--- config.mk ---
export PLATFORM = sky130hd
export DESIGN_NAME = sprite_blit_clip_colorkey_core
export DESIGN_NICKNAME = d
export VERILOG_FILES = /design/src/rtl/sblit_pkg.sv /design/src/rtl/sblit_cfg.sv /design/src/rtl/sblit_pos.sv /design/src/rtl/sblit_eval.sv /design/src/rtl/sprite_blit_clip_colorkey_core.sv
export SDC_FILE = /design/constraint.sdc
export NUM_CORES = 1
export LEC_CHECK = 0
export ABC_CLOCK_PERIOD_IN_PS = 5200
export BUFFER_PORTS_ARGS = -buffer_cell sky130_fd_sc_hd__buf_2
export CORE_ASPECT_RATIO = 0.6
export CORE_MARGIN = 2
export CORE_UTILIZATION = 50
export CTS_CLUSTER_SIZE = 25
export DETAILED_ROUTE_END_ITERATION = 6
export PLACE_DENSITY = 0.79
export SYNTH_ARGS = -nofsm -noshare
export SYNTH_HDL_FRONTEND = slang
export SYNTH_SLANG_ARGS = --single-unit
--- constraint.sdc ---
create_clock -name i_clk -period 5.2 [get_ports i_clk]
set_input_delay 0.26 -clock i_clk [delete_from_list [all_inputs] [get_ports i_clk]]
set_output_delay 0.26 -clock i_clk [all_outputs]
set_load 0.02 [all_outputs]
--- src/rtl/sblit_pkg.sv ---
// ----------------------------------------------------------------------------
// sblit_pkg
// Shared types and constants of the color-key sprite blitter back end.
// ----------------------------------------------------------------------------
package sblit_pkg;

    // Screen geometry and region limits
    localparam int SCREEN_W   = 320;
    localparam int SCREEN_H   = 200;
    localparam int MAX_REGION = 1024;

    // Counter and coordinate widths
    localparam int CNT_W  = $clog2(MAX_REGION);      // column / row counter
    localparam int SIZE_W = 11;                      // region_w / region_h field
    localparam int VW_W   = 9;                       // view_w field
    localparam int VH_W   = 8;                       // view_h field
    localparam int POS_W  = 16;                      // dest_x / dest_y field
    localparam int SX_W   = POS_W + 1;               // screen coordinate, signed
    localparam int XI_W   = $clog2(SCREEN_W);        // in-screen column bits
    localparam int YI_W   = $clog2(SCREEN_H);        // in-screen row bits
    localparam int ADDR_W = 16;
    localparam int PIX_W  = 8;
    localparam int MODE_W = 2;

    // Configuration port
    localparam int CFG_IDX_W  = 3;
    localparam int CFG_DATA_W = 16;

    typedef enum logic [CFG_IDX_W-1:0] {
        REG_DEST_X     = 3'd0,
        REG_DEST_Y     = 3'd1,
        REG_REGION_W   = 3'd2,
        REG_REGION_H   = 3'd3,
        REG_VIEW_W     = 3'd4,
        REG_VIEW_H     = 3'd5,
        REG_COLOR_KEY  = 3'd6,
        REG_FILL_COLOR = 3'd7
    } t_reg_idx;

    // Drawing modes; bit 1 selects fill, any nonzero mode is keyed
    localparam logic [MODE_W-1:0] MODE_OPAQUE = 2'd0;
    localparam logic [MODE_W-1:0] MODE_KEYED  = 2'd1;
    localparam logic [MODE_W-1:0] MODE_FILL   = 2'd2;
    localparam int                MODE_FILL_BIT = 1;

    // Effective (clamped / saturated) configuration
    typedef struct packed {
        logic signed [POS_W-1:0]  dest_x;
        logic signed [POS_W-1:0]  dest_y;
        logic [SIZE_W-1:0]        w;
        logic [SIZE_W-1:0]        h;
        logic [VW_W-1:0]          vw;
        logic [VH_W-1:0]          vh;
        logic [PIX_W-1:0]         color_key;
        logic [PIX_W-1:0]         fill_color;
    } t_cfg;

    // One placed source pixel, held in the input stage
    typedef struct packed {
        logic [PIX_W-1:0]  pixel;
        logic [MODE_W-1:0] mode;
        logic [CNT_W-1:0]  col;
        logic [CNT_W-1:0]  row;
        logic              last;
    } t_item;

    // One framebuffer write result
    typedef struct packed {
        logic              we;
        logic [ADDR_W-1:0] addr;
        logic [PIX_W-1:0]  pixel;
        logic              last;
    } t_result;

endpackage

--- src/rtl/sblit_cfg.sv ---
// ----------------------------------------------------------------------------
// sblit_cfg
// Configuration registers with region clamp and viewport saturation.
// ----------------------------------------------------------------------------
module sblit_cfg (
    input  logic                                i_clk,
    input  logic                                i_rst_n,
    input  logic                                i_wr,
    input  logic [sblit_pkg::CFG_IDX_W-1:0]     i_idx,
    input  logic [sblit_pkg::CFG_DATA_W-1:0]    i_data,
    output sblit_pkg::t_cfg                     o_cfg
);

    logic signed [sblit_pkg::POS_W-1:0] r_dest_x, r_dest_y;
    logic [sblit_pkg::SIZE_W-1:0]       r_region_w, r_region_h;
    logic [sblit_pkg::VW_W-1:0]         r_view_w;
    logic [sblit_pkg::VH_W-1:0]         r_view_h;
    logic [sblit_pkg::PIX_W-1:0]        r_color_key, r_fill_color;

    always_ff @(posedge i_clk) begin
        if (!i_rst_n) begin
            r_dest_x     <= '0;
            r_dest_y     <= '0;
            r_region_w   <= sblit_pkg::SIZE_W'(1);
            r_region_h   <= sblit_pkg::SIZE_W'(1);
            r_view_w     <= sblit_pkg::VW_W'(sblit_pkg::SCREEN_W);
            r_view_h     <= sblit_pkg::VH_W'(sblit_pkg::SCREEN_H);
            r_color_key  <= '0;
            r_fill_color <= '0;
        end else if (i_wr) begin
            case (sblit_pkg::t_reg_idx'(i_idx))
                sblit_pkg::REG_DEST_X:     r_dest_x     <= i_data;
                sblit_pkg::REG_DEST_Y:     r_dest_y     <= i_data;
                sblit_pkg::REG_REGION_W:   r_region_w   <= i_data[sblit_pkg::SIZE_W-1:0];
                sblit_pkg::REG_REGION_H:   r_region_h   <= i_data[sblit_pkg::SIZE_W-1:0];
                sblit_pkg::REG_VIEW_W:     r_view_w     <= i_data[sblit_pkg::VW_W-1:0];
                sblit_pkg::REG_VIEW_H:     r_view_h     <= i_data[sblit_pkg::VH_W-1:0];
                sblit_pkg::REG_COLOR_KEY:  r_color_key  <= i_data[sblit_pkg::PIX_W-1:0];
                sblit_pkg::REG_FILL_COLOR: r_fill_color <= i_data[sblit_pkg::PIX_W-1:0];
                default: ;
            endcase
        end
    end

    function automatic logic [sblit_pkg::SIZE_W-1:0] clamp_size(
        input logic [sblit_pkg::SIZE_W-1:0] v
    );
        if (v == '0)
            return sblit_pkg::SIZE_W'(1);
        if (v > sblit_pkg::SIZE_W'(sblit_pkg::MAX_REGION))
            return sblit_pkg::SIZE_W'(sblit_pkg::MAX_REGION);
        return v;
    endfunction

    always_comb begin
        o_cfg.dest_x     = r_dest_x;
        o_cfg.dest_y     = r_dest_y;
        o_cfg.w          = clamp_size(r_region_w);
        o_cfg.h          = clamp_size(r_region_h);
        o_cfg.vw         = (r_view_w > sblit_pkg::VW_W'(sblit_pkg::SCREEN_W))
                         ? sblit_pkg::VW_W'(sblit_pkg::SCREEN_W) : r_view_w;
        o_cfg.vh         = (r_view_h > sblit_pkg::VH_W'(sblit_pkg::SCREEN_H))
                         ? sblit_pkg::VH_W'(sblit_pkg::SCREEN_H) : r_view_h;
        o_cfg.color_key  = r_color_key;
        o_cfg.fill_color = r_fill_color;
    end

endmodule

--- src/rtl/sblit_pos.sv ---
// ----------------------------------------------------------------------------
// sblit_pos
// Column and row counters over the region, advanced once per input pixel.
// ----------------------------------------------------------------------------
module sblit_pos (
    input  logic                            i_clk,
    input  logic                            i_rst_n,
    input  logic                            i_step,
    input  logic [sblit_pkg::SIZE_W-1:0]    i_w,
    input  logic [sblit_pkg::SIZE_W-1:0]    i_h,
    output logic [sblit_pkg::CNT_W-1:0]     o_col,
    output logic [sblit_pkg::CNT_W-1:0]     o_row,
    output logic                            o_last
);

    logic [sblit_pkg::CNT_W-1:0]  r_col, r_row;
    logic [sblit_pkg::CNT_W-1:0]  n_col, n_row;
    logic [sblit_pkg::SIZE_W-1:0] col_inc, row_inc;
    logic                         col_end, row_end;

    // a counter at or past the last index (region shrunk) counts as the end
    assign col_inc = sblit_pkg::SIZE_W'(r_col) + sblit_pkg::SIZE_W'(1);
    assign row_inc = sblit_pkg::SIZE_W'(r_row) + sblit_pkg::SIZE_W'(1);
    assign col_end = (col_inc >= i_w);
    assign row_end = (row_inc >= i_h);

    always_comb begin
        n_col = r_col;
        n_row = r_row;
        if (i_step) begin
            if (col_end) begin
                n_col = '0;
                n_row = row_end ? '0 : row_inc[sblit_pkg::CNT_W-1:0];
            end else begin
                n_col = col_inc[sblit_pkg::CNT_W-1:0];
            end
        end
    end

    always_ff @(posedge i_clk) begin
        if (!i_rst_n) begin
            r_col <= '0;
            r_row <= '0;
        end else begin
            r_col <= n_col;
            r_row <= n_row;
        end
    end

    assign o_col  = r_col;
    assign o_row  = r_row;
    assign o_last = col_end && row_end;

endmodule

--- src/rtl/sblit_eval.sv ---
// ----------------------------------------------------------------------------
// sblit_eval
// Viewport and color-key test, address generation and result register.
// ----------------------------------------------------------------------------
module sblit_eval (
    input  logic                i_clk,
    input  logic                i_rst_n,
    input  sblit_pkg::t_cfg     i_cfg,
    input  logic                i_valid,
    input  sblit_pkg::t_item    i_item,
    output logic                o_ready,
    output logic                o_valid,
    input  logic                i_ready,
    output sblit_pkg::t_result  o_res
);

    logic signed [sblit_pkg::SX_W-1:0] sx, sy;
    logic                              in_view, keyed, fill, we;
    logic [sblit_pkg::ADDR_W-1:0]      addr_full;
    sblit_pkg::t_result                n_res;
    sblit_pkg::t_result                r_res;
    logic                              r_valid;

    // sign-extend the position, zero-extend the counter
    assign sx = $signed({i_cfg.dest_x[sblit_pkg::POS_W-1], i_cfg.dest_x})
              + $signed({{(sblit_pkg::SX_W-sblit_pkg::CNT_W){1'b0}}, i_item.col});
    assign sy = $signed({i_cfg.dest_y[sblit_pkg::POS_W-1], i_cfg.dest_y})
              + $signed({{(sblit_pkg::SX_W-sblit_pkg::CNT_W){1'b0}}, i_item.row});

    assign in_view = !sx[sblit_pkg::SX_W-1] && !sy[sblit_pkg::SX_W-1]
                  && ($unsigned(sx) < sblit_pkg::SX_W'(i_cfg.vw))
                  && ($unsigned(sy) < sblit_pkg::SX_W'(i_cfg.vh));

    assign keyed = (i_item.mode != sblit_pkg::MODE_OPAQUE);
    assign fill  = i_item.mode[sblit_pkg::MODE_FILL_BIT];
    assign we    = in_view && !(keyed && (i_item.pixel == i_cfg.color_key));

    // inside the viewport the low coordinate bits are exact; constant multiply
    assign addr_full = sblit_pkg::ADDR_W'(sy[sblit_pkg::YI_W-1:0])
                     * sblit_pkg::ADDR_W'(sblit_pkg::SCREEN_W)
                     + sblit_pkg::ADDR_W'(sx[sblit_pkg::XI_W-1:0]);

    always_comb begin
        n_res.we    = we;
        n_res.addr  = we ? addr_full : '0;
        n_res.pixel = we ? (fill ? i_cfg.fill_color : i_item.pixel) : '0;
        n_res.last  = i_item.last;
    end

    assign o_ready = !r_valid || i_ready;

    always_ff @(posedge i_clk) begin
        if (!i_rst_n) begin
            r_valid <= 1'b0;
        end else if (o_ready) begin
            r_valid <= i_valid;
        end
    end

    always_ff @(posedge i_clk) begin
        if (o_ready && i_valid) begin
            r_res <= n_res;
        end
    end

    assign o_valid = r_valid;
    assign o_res   = r_res;

endmodule

--- src/rtl/sprite_blit_clip_colorkey_core.sv ---
// ----------------------------------------------------------------------------
// sprite_blit_clip_colorkey_core
// Color-key sprite blitter back end: places, clips and keys a pixel stream.
// ----------------------------------------------------------------------------
// Source pixels of one region arrive in raster order on the slave stream,
// tagged with a mode in tuser (opaque copy, keyed copy, keyed solid fill).
// Each transaction yields exactly one framebuffer write transaction on the
// master stream: a write enable, the address row * 320 + column, the color
// and tlast on the region's last pixel. Throughput is one pixel per clock
// while the sink is ready. A pixel passes the input register (which also
// snapshots the column/row counters) and then the result register behind
// the viewport test and constant-multiply address adder. While a result
// waits on the sink, the pipeline fills with two pixels and the slave side then
// drops tready; slave tready follows master tready combinationally, so no
// bubble appears once the sink resumes. The configuration channel is
// always ready and writes take effect at once; write only while the stream
// is idle. Counters are untouched by register writes.
// ----------------------------------------------------------------------------
module sprite_blit_clip_colorkey_core (
    input  logic                                i_clk,
    input  logic                                i_rst_n,
    // slave stream
    input  logic                                i_s_tvalid,
    output logic                                o_s_tready,
    input  logic [7:0]                          i_s_tdata,   // [7:0] src_pixel
    input  logic [1:0]                          i_s_tuser,   // [1:0] mode
    // master stream
    output logic                                o_m_tvalid,
    input  logic                                i_m_tready,
    output logic [23:0]                         o_m_tdata,   // [15:0] fb_address, [23:16] pixel_out
    output logic                                o_m_tuser,   // [0] write_enable
    output logic                                o_m_tlast,
    // configuration write channel
    input  logic                                i_cfg_valid,
    output logic                                o_cfg_ready,
    input  logic [sblit_pkg::CFG_IDX_W-1:0]     i_cfg_index,
    input  logic [sblit_pkg::CFG_DATA_W-1:0]    i_cfg_data
);

    sblit_pkg::t_cfg    cfg;
    sblit_pkg::t_item   n_item;
    sblit_pkg::t_item   r_item;
    sblit_pkg::t_result res;
    logic               r_s1_valid;
    logic               eval_ready;
    logic               s_accept;
    logic [sblit_pkg::CNT_W-1:0] col, row;
    logic               last;

    assign o_cfg_ready = 1'b1;

    sblit_cfg u_cfg (
        .i_clk   (i_clk),
        .i_rst_n (i_rst_n),
        .i_wr    (i_cfg_valid),
        .i_idx   (i_cfg_index),
        .i_data  (i_cfg_data),
        .o_cfg   (cfg)
    );

    // input stage frees up whenever the result stage can take its content
    assign o_s_tready = !r_s1_valid || eval_ready;
    assign s_accept   = i_s_tvalid && o_s_tready;

    // counters step once per accepted transaction
    sblit_pos u_pos (
        .i_clk   (i_clk),
        .i_rst_n (i_rst_n),
        .i_step  (s_accept),
        .i_w     (cfg.w),
        .i_h     (cfg.h),
        .o_col   (col),
        .o_row   (row),
        .o_last  (last)
    );

    always_comb begin
        n_item.pixel = i_s_tdata;
        n_item.mode  = i_s_tuser;
        n_item.col   = col;
        n_item.row   = row;
        n_item.last  = last;
    end

    always_ff @(posedge i_clk) begin
        if (!i_rst_n) begin
            r_s1_valid <= 1'b0;
        end else if (o_s_tready) begin
            r_s1_valid <= i_s_tvalid;
        end
    end

    always_ff @(posedge i_clk) begin
        if (s_accept) begin
            r_item <= n_item;
        end
    end

    sblit_eval u_eval (
        .i_clk   (i_clk),
        .i_rst_n (i_rst_n),
        .i_cfg   (cfg),
        .i_valid (r_s1_valid),
        .i_item  (r_item),
        .o_ready (eval_ready),
        .o_valid (o_m_tvalid),
        .i_ready (i_m_tready),
        .o_res   (res)
    );

    assign o_m_tdata = {res.pixel, res.addr};
    assign o_m_tuser = res.we;
    assign o_m_tlast = res.last;

endmodule
# Word-level counts from Yosys, hierarchy flattened
# Cells that the tools add are included.
[word_totals]
register_bits = 166
latch_bits = 0
ram_bits = 0
mem_bits_ro = 0
inputBits = 34
elab_cells = 90
mem_count = 0
[classes]
add_sub_neg = 5
multipliers = 1
div_mod_pow = 0
n_lt_le_gt_ge = 8
n_eq_ne = 8
shift = 0
mux = 19
bitwise_logic = 0
n_reduce_logical = 28
[ops]
columns = ["op", "n"]
rows = [
  ["2-to-1 mux 11 bit", 8],
  ["adder 16 x 11 -> 17 bit", 2],
  ["adder 10 x 1 -> 11 bit (second input constant)", 2],
  [">= comparator 11 bit", 2],
  ["> comparator 11 bit (second input constant)", 2],
  ["zero test 11 bit", 2],
  ["2-to-1 mux 10 bit", 2],
  ["AND reduction 2 bit", 9],
  ["< comparator 17 x 8 -> 1 bit", 1],
  ["< comparator 17 x 9 -> 1 bit", 1],
  ["adder 16 x 9 -> 16 bit", 1],
  ["2-to-1 mux 8 bit", 2],
  ["equality test 3 bit (second input constant)", 4],
  ["multiplier 8 x 3 -> 10 bit (second input constant)", 1],
  ["> comparator 9 bit (second input constant)", 1],
  ["2-to-1 mux 9 bit", 1],
  ["equality test 8 bit", 1],
  ["> comparator 8 bit (second input constant)", 1],
  ["logical AND 1 bit", 8],
  ["equality test 3 x 2 -> 1 bit (second input constant)", 2],
  ["2-to-1 mux 1 bit", 6],
  ["zero test 1 bit", 5],
  ["equality test 3 x 1 -> 1 bit (second input constant)", 1],
  ["zero test 3 bit", 1],
  ["other kinds (2)", 3],
]

# Depth between registers and ports, before layout
# Gate-level depths: netlist (run 1).
[logic_depth]
depth_word = 7
ltp_mapped = 18
depth_no_buf = 17

# By module
# Synthesis (run 1) repeated with hierarchy kept, for this count alone.
[unflattened]
cells_unflattened = 1068
area_unflattened_um2 = 9862.0
[modules_own_cells]
columns = ["module", "instances", "cells_per_inst", "area_each_um2", "seq_area_each_um2"]
rows = [
  ["sblit_cfg", 1, 455, 3763.6, 1741.7],
  ["sblit_eval", 1, 366, 3459.6, 800.8],
  ["sblit_pos", 1, 209, 1639.1, 400.4],
  ["sprite_blit_clip_colorkey_core", 1, 38, 999.7, 950.9],
]

# Worst setup path after synthesis (run 1)
# Ideal clock, no wire load.
[synth_timing]
kind = "register to register"
from = "register u_cfg.r_dest_x[0] in the netlist's numbering"
to = "register u_eval.r_res (netlist bit u_eval.o_res[15]) (data pin)"
setup_ps = 149
arrival_ps = 3638
required_time_ps = 5051
setup_slack_ps = 1413
stages_incl_launch_ff = 18
path_buffers = 2
synth_period_minus_slack_ps = 3787
path_cell_list = "dfxtp_1 -> ha_1 -> inv_1 -> fa_1 -> nor2b_1 -> o2111ai_1 -> a21boi_0 -> a21oi_1 -> xnor2_1 -> ha_1 -> a22oi_1 -> nand3_1 -> a2111oi_1 -> nand4_1 -> or4_1 -> buf_6 -> buf_12 -> nor3b_2"
[synth_between]
elab_chain_cells = 6
elab_cells_between_ends = 8
classes_between = "2 x add/sub; 1 x order compare; 5 x reduce/logical"
[synth_rtl]
columns = ["element", "line", "text"]
rows = [
  ["from (decl)", "sblit_cfg.sv:14", "logic signed [sblit_pkg::POS_W-1:0] r_dest_x, r_dest_y;"],
  ["from (signal assigned)", "sblit_cfg.sv:32", "sblit_pkg::REG_DEST_X: r_dest_x <= i_data;"],
  ["adder 16 x 11 -> 17 bit *", "sblit_eval.sv:26", "+ $signed({{(sblit_pkg::SX_W-sblit_pkg::CNT_W){1'b0}}, i_item.col});"],
  ["parallel branches: the longest is 5 deep, another holds < comparator 17 x 9 -> 1 bit", "n/a", ""],
  ["to (signal assigned)", "sblit_eval.sv:62", "r_res <= n_res;"],
  ["to (decl)", "sblit_eval.sv:21", "sblit_pkg::t_result r_res;"],
]
# Mark *: on every way between the ends.
# A chain may end at the register's enable or synchronous reset.

# Final worst setup path (run 1)
[layout_timing]
from = "register u_cfg.r_dest_x[0] in the netlist's numbering"
to = "register u_eval.r_res (netlist bit u_eval.o_res[14]) (data pin)"
# Same word-level chain as after synthesis.

==> results of run 1 <==
-- stage by stage --
stage / setup slack [ps] / cell area (um2)
final: 491.3 / 10600
after global routing: 174.5 / 10600
after CTS: 558.3 / 10600
after detailed placement: 608.8 / 9906
after global placement: 907.6 / 9906
after floorplan: 1413 / 9478
-- worst max-delay path, cell delays in order, from the launching register on --
cell,delay (ps)
dfxtp_1,350
ha_1,180
inv_1,60
fa_1,390
nor2b_1,170
o2111ai_1,180
a21boi_0,350
a21oi_1,150
xnor2_1,240
ha_1,290
a22oi_1,170
nand3_1,100
a2111oi_1,400
nand4_1,130
or4_1,800
buf_12,280
nor3b_1,250
-- worst max path at each step --
stage	endpoint	start	slack (ps)
final	u_eval.o_res[14]	u_cfg.r_dest_x[0]	490
after global routing	u_eval.o_res[14]	u_cfg.r_dest_x[0]	170
after CTS	u_eval.o_res[14]	u_cfg.r_dest_x[0]	560
after detailed placement	u_eval.o_res[14]	u_cfg.r_dest_x[0]	610
after global placement	u_eval.o_res[13]	u_cfg.r_dest_x[0]	910
after floorplan	u_eval.o_res[15]	u_cfg.r_dest_x[0]	1410
-- cells in the final DEF (no fill, tap or decap), types with 3 or more instances in the layout --
cell	Yosys	final
nand2_1	238	238
dfxtp_1	109	109
a21boi_0	96	96
ha_1	69	69
buf_2	5	61
edfxtp_1	57	57
nor2_1	44	44
o21ai_0	30	30
a21oi_1	29	29
xor2_1	29	29
nand3_1	23	23
xnor2_1	22	22
inv_1	21	21
nor3_2	18	19
nor2b_1	18	17
clkbuf_16	0	17
nand3b_1	14	14
a21o_1	13	13
and3_1	13	13
nand4_1	12	12
mux2i_1	13	12
dlygate4sd3_1	0	10
o211ai_1	9	9
nor3_1	10	9
o21a_1	8	8
a211oi_1	8	8
nand2b_1	7	7
and2_1	7	7
nor4_1	7	7
nor3b_1	6	6
clkinv_1	3	5
a31oi_1	5	5
fa_1	4	4
clkinv_4	0	4
o2111ai_1	3	3
o21bai_1	3	3
o22ai_1	3	3
o31a_1	3	3
buf_4	9	3
-- final cells by class --
| type | count | area, um2 | share of cell area [%] |
|---|---|---|---|
| sequential | 166 | 3894 | 36.75 |
| clock inverter | 14 | 151.4 | 1.429 |
| timing repair buffer | 75 | 447.9 | 4.227 |
| tap | 240 | 300.3 | 2.834 |
| inverter | 24 | 90.09 | 0.8502 |
| multi-input combinational | 804 | 5274 | 49.77 |
| clock buffer | 18 | 439.2 | 4.145 |
-- Yosys cell counts (3+ instances only) --
cell type / n / area share (%)
clkbuf_1: 27 / 1.1
inv_1: 21 / 0.83
dfxtp_1: 109 / 23
nand3b_1: 14 / 1.1
buf_4: 9 / 0.71
o2111ai_1: 3 / 0.28
edfxtp_1: 57 / 18
clkinv_1: 3 / 0.12
a21boi_0: 96 / 7.6
a211oi_1: 8 / 0.63
nor3_2: 18 / 1.9
nand4_1: 12 / 0.79
and2_1: 7 / 0.46
nor3b_1: 6 / 0.48
o21a_1: 8 / 0.63
nand2b_1: 7 / 0.46
buf_2: 5 / 0.26
nor3_1: 10 / 0.53
nand3_1: 23 / 1.2
fa_1: 4 / 0.84
mux2i_1: 13 / 1.4
nor2_1: 44 / 1.7
xor2_1: 29 / 2.7
a21o_1: 13 / 1.0
nand2_1: 238 / 9.4
nor4_1: 7 / 0.46
ha_1: 69 / 9.1
a21oi_1: 29 / 1.5
o211ai_1: 9 / 0.71
o21bai_1: 3 / 0.24
o31a_1: 3 / 0.28
and3_1: 13 / 0.86
xnor2_1: 22 / 2.0
o21ai_0: 30 / 1.6
a31oi_1: 5 / 0.33
o22ai_1: 3 / 0.20
nor2b_1: 18 / 1.2
-- power breakdown --
part	switching, mW	internal [mW]	leakage (nW)	total, mW
combinational	0.262	0.156	2.43	0.418
sequential	0.0278	1.39	1.45	1.41
clock	0.556	0.724	0.284	1.28
total	0.846	2.27	4.16	3.11
-- routing by layer --
metal | up-vias | track usage, %
li1 | 3763 | -
met1 | 3727 | 38.28
met2 | 330 | 32.52
met3 | 29 | 6.926
met4 | 0 | 5.799
met5 | - | 0
-- cells by family after synthesis --
logic type / count (synthesis) / share of synthesized area, %
AND/OR/NAND/NOR: 434 / 22.10
AO/OA/AOI/OAI: 231 / 17.15
flip-flops: 166 / 41.08
adder cells (fa/ha/maj): 74 / 10.06
buffers and inverters: 68 / 3.485
XOR/XNOR: 51 / 4.713
multiplexers: 13 / 1.373
other: 1 / 0.03957
-- flip-flops by register name, indices dropped and copies added (netlist names) --
signal              count
u_cfg.r_view_w          9
u_pos.o_col            10
u_pos.o_row            10
u_cfg.r_fill_color      8
u_eval.o_valid          1
u_cfg.r_color_key       8
u_cfg.r_dest_y         16
u_eval.o_res           26
r_s1_valid              1
u_cfg.r_view_h          8
r_item                 31
u_cfg.r_region_h       11
u_cfg.r_region_w       11
u_cfg.r_dest_x         16
-- timing repair --
action | CTS | global route
hold endpoints to repair | 10 | 0
buffers inserted | 0 | 0
hold buffers | 10 | 0
==> flow_summary.json, run 1 <==
{
  "status": "finished, final reports clean",
  "setup_viol": 0,
  "wl_met2_mm": 9.500,
  "report.power.total_mw": 3.112,
  "die_height_um": 110.6,
  "maxSlewViolCount": 0,
  "dpl.cell_count": 1299,
  "tritoncts": "yes",
  "clk_latency_ps": 440,
  "met1Wirelength_mm": 11.98,
  "drive_gt1_share_pct": 11.99,
  "worstMarginPinSlew_ps": 1258,
  "finalCriticalPeriod_ps": 4709,
  "root_buffer": "clkbuf_16",
  "skew_ps": 8.653,
  "finalWeightedCongestion": 1.031,
  "slew_headroom_pct": 15.49,
  "dp_hpwl_mm": 17.63,
  "cts.sinks": 166,
  "grt_pass1_wl_mm": 38.38,
  "dr_wl_met3_mm": 2.617,
  "ys.flop_type": "dfxtp_1",
  "fin_cells": 1341,
  "num_rows": 38,
  "rrSetupSlack_ps": 490,
  "drv_cap": 0,
  "drt_iter0_markers": 836,
  "setup-tns-final_ps": 0,
  "antenna_cells": 0,
  "final_core_util_pct": 57.89,
  "grt_usage_pct": 24.49,
  "synth_edf_count": 57,
  "wl_mm": 24.38,
  "crit_type": "flip-flop to flip-flop",
  "synth_cell_types": 74,
  "reg2reg_from": "u_cfg.r_dest_x[0]",
  "r2r-end": "u_eval.o_res[14]",
  "async_flop_share_pct": 0,
  "holdPathEnd": "u_cfg.r_dest_y[13]",
  "whs_ps": 93.89,
  "p_leak_nw": 4.163,
  "ys_warn_count": 0,
  "fp.dieArea_mm2": 0.02011,
  "powerDensity_mw_per_mm2": 293.7,
  "avgRoutedWirePerCell_um": 18.18,
  "clk_pin_slew_ps": 70,
  "grt_pass1_vias": 7162,
  "finalHoldViolCount": 0,
  "crit_required_ps": 5450,
  "synth_fp_nets": 1145,
  "arrival_ps": 4950,
  "max_freq_ghz": 0.2124,
  "peakVddDrop_v": 0.0002369,
  "ios": 63,
  "core_mm2": 0.01831,
  "worstPathMaxFanout": 16,
  "start_util_pct": 51.78,
  "synth_seq_cells": 166,
  "fin_crit_sh_pct": 90.55,
  "synthCells": 1038,
  "via_per_inst": 5.853,
  "hold_depth": 3,
  "io_buffers": 61,
  "hp-class": "input pin to flip-flop",
  "fill_cells": 1559,
  "syn_avg_cell_area_um2": 9.131,
  "grt_setup_unrepaired": "no",
  "min-delay-start": "i_cfg_data[13]",
  "top_layer_used": "met4",
  "vias": 7849,
  "drc": 0,
  "numCtsBuffers": 17,
  "cts_resized": 0,
  "overflow": 0,
  "seq_area_frac_synth_pct": 41.08,
  "cp-end-kind": "flip-flop",
  "r2r_cells": 16,
  "first_pass_iters": 6,
  "syn-cell-area_mm2": 0.009478,
  "syn2layout_area_growth_pct": 11.80,
  "grt_max_degree": 79,
  "nets": 1195,
  "h-tree-depth": 4,
  "die_w_um": 181.7,
  "antenna_found_initial": 0,
  "clock_path_buffers": 2,
  "crit_path_start_kind": "flip-flop",
  "ant_nets": 0
}
Note: power is estimated with default switching activity, not from simulation.
==> run 2, diff against run 1 <==
--- a/config.mk
+++ b/config.mk
@@ -9,10 +9,10 @@
 export BUFFER_PORTS_ARGS = -buffer_cell sky130_fd_sc_hd__buf_2
 export CORE_ASPECT_RATIO = 0.6
 export CORE_MARGIN = 2
-export CORE_UTILIZATION = 50
+export CORE_UTILIZATION = 45
 export CTS_CLUSTER_SIZE = 25
 export DETAILED_ROUTE_END_ITERATION = 6
-export PLACE_DENSITY = 0.79
+export PLACE_DENSITY = 0.73
 export SYNTH_ARGS = -nofsm -noshare
 export SYNTH_HDL_FRONTEND = slang
 export SYNTH_SLANG_ARGS = --single-unit
==> flow_summary.json, run 2 (synthesis results as in run 1) <==
{
  "finalWeightedCongestion": 0.9976,
  "crit_path_start_kind": "flip-flop",
  "cts_resized": 0,
  "drive_gt1_share_pct": 12.10,
  "final_core_util_pct": 51.22,
  "ios": 63,
  "crit_type": "flip-flop to flip-flop",
  "r2r-end": "u_eval.o_res[14]",
  "worstMarginPinSlew_ps": 1150,
  "cts_setup_buffers": 0,
  "h-tree-depth": 4,
  "fin_crit_sh_pct": 85.37,
  "clock_path_buffers": 2,
  "slew_headroom_pct": 21.67,
  "syn2layout_area_growth_pct": 12.55,
  "die_height_um": 116.4,
  "antenna_found_initial": 0,
  "die_w_um": 191.4,
  "r2r_cells": 16,
  "vias": 7690,
  "num_rows": 41,
  "layout_common_cells": "nand2_1, dfxtp_1, a21boi_0",
  "drt_iter0_markers": 725,
  "crit_required_ps": 5440,
  "grt_pass1_vias": 6777,
  "min-delay-start": "i_s_tdata[3]",
  "largest_register_ffs": 31,
  "finalHoldViolCount": 0,
  "grt_setup_unrepaired": "no",
  "peakVddDrop_v": 0.0003057,
  "ctsHoldBuffers": 7,
  "finalCriticalPeriod_ps": 4439,
  "dp_hpwl_mm": 17.89,
  "status": "finished, final reports clean",
  "clk_latency_ps": 430,
  "setup_viol": 0,
  "maxSlewViolCount": 0,
  "clk_pin_slew_ps": 70,
  "wl_mm": 24.32,
  "via_per_inst": 5.581,
  "skew_ps": 10.49,
  "setup-tns-final_ps": 0,
  "numCtsBuffers": 17,
  "root_buffer": "clkbuf_16",
  "avgRoutedWirePerCell_um": 17.65,
  "overflow": 0,
  "cts.sinks": 166,
  "drv_cap": 0,
  "worstPathMaxFanout": 25,
  "layout_commonest_cell": "nand2_1",
  "rrSetupSlack_ps": 760,
  "grt_pass1_wl_mm": 37.80,
  "holdPathEnd": "r_item[26]",
  "whs_ps": 15.12,
  "ant_nets": 0,
  "dpl.cell_count": 1339,
  "hp-class": "input pin to flip-flop",
  "regMostFlops": "r_item",
  "core_mm2": 0.02083,
  "first_pass_iters": 5,
  "start_util_pct": 45.51,
  "p_leak_nw": 4.177,
  "reg2reg_from": "r_item[11]",
  "drc": 0,
  "io_buffers": 61,
  "cp-end-kind": "flip-flop",
  "grt_usage_pct": 22.31,
  "nets": 1193,
  "antenna_cells": 0,
  "tritoncts": "yes",
  "max_freq_ghz": 0.2253,
  "arrival_ps": 4680,
  "fin_cells": 1378,
  "grt_max_degree": 75,
  "fp.dieArea_mm2": 0.02228,
  "powerDensity_mw_per_mm2": 302.2,
  "hold_depth": 1
}
[run 2: through the flow]
stage	instance area [um2]	total power, mW	setup slack (ps)
after floorplan	9478	1.733	1413
after global placement	9950	1.835	1016
after detailed placement	9950	1.843	830.5
after CTS	10670	3.235	791.3
after global routing	10670	3.333	303.0
final	10670	3.224	761.0
[run 2: report_power, final]
part | leakage [nW] | switching, mW | internal [mW] | total, mW
registers | 1.45 | 0.0284 | 1.39 | 1.42
logic | 2.41 | 0.260 | 0.151 | 0.411
clock network | 0.310 | 0.532 | 0.866 | 1.40
total | 4.18 | 0.820 | 2.40 | 3.22
[run 2: metal layers]
layer	share of wire, %	wire (um)	GRT usage [%]	up-vias
met2	38	9269	29.75	294
met3	9.1	2220	5.469	16
li1	-	-	-	3761
met5	0	0	0	-
met1	52	12650	35.66	3619
met4	0.76	184	4.103	0
[run 2: final cells by class]
type	instances	area [um2]
clock buffers	20	446.7
clock inverters	12	201.4
fillers	1918	10160
inverters	24	90.09
multi-input cells	804	5274
flip-flops and latches	166	3894
well taps	279	349.1
repair buffers	73	412.9
[run 2: worst max-delay path, cell delays in order, from the launching register on]
cell and delay, ps:
edfxtp_1 350, ha_1 160, inv_1 60, fa_1 390
nor2b_1 170, o2111ai_1 170, a21boi_0 350, a21oi_1 160
xnor2_1 320, ha_1 320, a22oi_1 160, nand3_1 90
a2111oi_1 370, nand4_1 120, or4_1 500, buf_4 280
nor3b_1 270
[run 2: how the worst max path moves through the flow]
stage,cells past startpoint,end,slack (ps),startpoint
finish,16,u_eval.o_res[14],760,r_item[11]
global route,16,u_eval.o_res[14],300,u_cfg.r_dest_x[0]
CTS,16,u_eval.o_res[14],790,r_item[11]
detailed placement,16,u_eval.o_res[17],830,r_item[11]
global placement,15,u_eval.o_res[17],1020,r_item[15]
floorplan,17,u_eval.o_res[15],1410,u_cfg.r_dest_x[0]
==> run 3, diff against run 2 <==
--- a/config.mk
+++ b/config.mk
@@ -5,6 +5,7 @@
 export SDC_FILE = /design/constraint.sdc
 export NUM_CORES = 1
 export LEC_CHECK = 0
+export ABC_AREA = 1
 export ABC_CLOCK_PERIOD_IN_PS = 5200
 export BUFFER_PORTS_ARGS = -buffer_cell sky130_fd_sc_hd__buf_2
 export CORE_ASPECT_RATIO = 0.6
==> flow_summary.json, run 3 <==
{
  "worstPathMaxFanout": 4,
  "finalWeightedCongestion": 0.9137,
  "num_rows": 41,
  "slew_headroom_pct": 29.44,
  "die_height_um": 117.1,
  "cts.sinks": 166,
  "wl_mm": 24.17,
  "synth_top_area_share_pct": 22.76,
  "ys_warn_count": 0,
  "max_stage_delay_ps": 400,
  "multi_input_area_mm2": 0.005001,
  "clk_latency_ps": 440,
  "finalCriticalPeriod_ps": 3740,
  "worstMarginPinSlew_ps": 1055,
  "cts_resized": 0,
  "p_leak_nw": 5.090,
  "cts_setup_buffers": 0,
  "layout_common_cells": "nand2_1, nor2_1, inv_1",
  "hp-class": "input pin to flip-flop",
  "antenna_found_initial": 0,
  "cp-end-kind": "flip-flop",
  "avgRoutedWirePerCell_um": 14.81,
  "crit_path_top_delay_cell": "fa_1",
  "fin_crit_sh_pct": 71.92,
  "p_sw_mw": 1.119,
  "regArea_mm2": 0.003894,
  "h-tree-depth": 4,
  "synthCells": 1282,
  "root_buffer": "clkbuf_16",
  "combinationalPowerShare_pct": 22.6,
  "fill_cells": 2007,
  "powerDensity_mw_per_mm2": 331.7,
  "crit_chain": "ha_1, inv_1, fa_1, nand3b_1, nand2_1, nand2_1, nand2_2, xor2_1, ha_1, inv_1, fa_1, nor2_1, o21ai_0, nor3_1, inv_1, o21ai_1, nand2_1, inv_1, nor2_2",
  "syn2layout_area_growth_pct": 12.77,
  "largest_register_ffs": 31,
  "setup-tns-final_ps": 0,
  "whs_ps": 13.85,
  "ys_top_cells_by_count": "nand2_1, nor2_1, inv_1",
  "drc": 0,
  "seq_area_frac_synth_pct": 40.61,
  "yosysMostFrequentCell": "nand2_1",
  "setup_viol": 0,
  "io_buffers": 61,
  "nets": 1447,
  "peakVddDrop_v": 0.0002428,
  "clock_path_buffers": 2,
  "skew_ps": 10.16,
  "crit_type": "flip-flop to flip-flop",
  "p_clk_share_pct": 35.7,
  "ctsHoldBuffers": 9,
  "design_area_mm2": 0.01081,
  "synth_area_leaders": "dfxtp_1, edfxtp_1, nand2_1",
  "drive_gt1_share_pct": 10.35,
  "max_freq_ghz": 0.2674,
  "synth_fp_nets": 1389,
  "regMostFlops": "r_item",
  "status": "finished, final reports clean",
  "synth_seq_cells": 166,
  "arrival_ps": 3920,
  "yosys.area.top_type": "dfxtp_1",
  "ys.flop_type": "dfxtp_1",
  "grt_setup_unrepaired": "no",
  "syn-cell-area_mm2": 0.009589,
  "first_pass_iters": 5,
  "drv_cap": 0,
  "intPower_mw": 2.468,
  "core_mm2": 0.02098,
  "crit_top_cell": "inv_1",
  "antenna_cells": 0,
  "numCtsBuffers": 17,
  "start_util_pct": 45.70,
  "report.power.total_mw": 3.587,
  "crit_path_start_kind": "flip-flop",
  "die_w_um": 192.5,
  "maxSlewViolCount": 0,
  "placed_area_mm2": 0.01013,
  "via_per_inst": 5.131,
  "fp.dieArea_mm2": 0.02253,
  "ant_nets": 0,
  "grt_pass1_vias": 7542,
  "synth_edf_count": 57,
  "grt_max_degree": 68,
  "vias": 8373,
  "sw_frac_of_total_pct": 31.20,
  "drt_iter0_markers": 809,
  "seqPwrFrac_pct": 41.6,
  "async_flop_share_pct": 0,
  "clk_pin_slew_ps": 70,
  "finalHoldViolCount": 0,
  "tritoncts": "yes",
  "layout_commonest_cell": "nand2_1",
  "grt_usage_pct": 22.50,
  "final_core_util_pct": 51.54,
  "syn_avg_cell_area_um2": 7.480,
  "crit_required_ps": 5380,
  "grt_pass1_wl_mm": 38.77,
  "synth_cell_types": 51,
  "ios": 63,
  "overflow": 0,
  "dp_hpwl_mm": 18.07
}
-- run 3: final cells by class --
class	count	share of cell area, %
Clock inverter	9	0.8099
Clock buffer	23	4.709
Timing Repair Buffer	75	4.003
Sequential cell	166	36.01
Tap cell	279	3.228
Multi-Input combinational cell	936	46.25
Inverter	144	4.998
-- run 3: kinds of logic (layout without fill, tap and decap cells) --
kind of cell	count (synthesis)	in the layout	share of synthesized area [%]
compound gates	192	192	10.65
xor+xnor	36	36	3.288
fa+ha+maj	73	73	9.838
buf+inv	180	251	7.281
flops	166	166	40.61
mux	6	6	0.6263
other cells	1	1	0.03911
simple gates	628	628	27.68
-- run 3: final timing paths --
path / from / slack (ps) / endpoint / cells after the start
hold / removal: i_s_tdata[1] / 10 / r_item[24] / 1
setup / recovery: u_cfg.r_dest_x[0] / 1460 / u_eval.o_res[23] / 19
hold reg to reg: r_item[0] / 420 / u_eval.o_res[0] / 0
setup reg to reg: u_cfg.r_dest_x[0] / 1460 / u_eval.o_res[23] / 19
-- run 3: per-layer routing --
layer	routed length, um	GRT usage [%]	vias up
met5	0	0	-
met4	280	6.107	0
met3	1873	4.621	20
met1	12780	35.02	3794
met2	9234	31.03	281
li1	-	-	4278
-- run 3: metrics by stage --
stage	setup slack (ps)	instances
3_3_place_gp	1645	1591
4_1_cts	1501	1632
6_report	1460	1632
2_1_floorplan	1870	1282
3_5_place_dp	1503	1591
5_1_grt	1240	1632
-- run 3: worst max-delay path: cells and delay by family, from the launching register on --
family	cells	cell delay, ps
flip-flops	1	350
XOR/XNOR	1	310
AO/OA/AOI/OAI	2	270
adder cells (fa/ha/maj)	4	1280
buffers and inverters	4	290
AND/OR/NAND/NOR	8	990
-- run 3: power by group through the flow --
stage / Clock [mW] / Sequential, mW / Combinational [mW]
6_report: 1.28 / 1.49 / 0.811
3_5_place_dp: 0 / 1.52 / 0.796
3_3_place_gp: 0 / 1.52 / 0.774
5_1_grt: 1.36 / 1.50 / 0.929
2_1_floorplan: 0 / 1.51 / 0.588
4_1_cts: 1.30 / 1.49 / 0.809
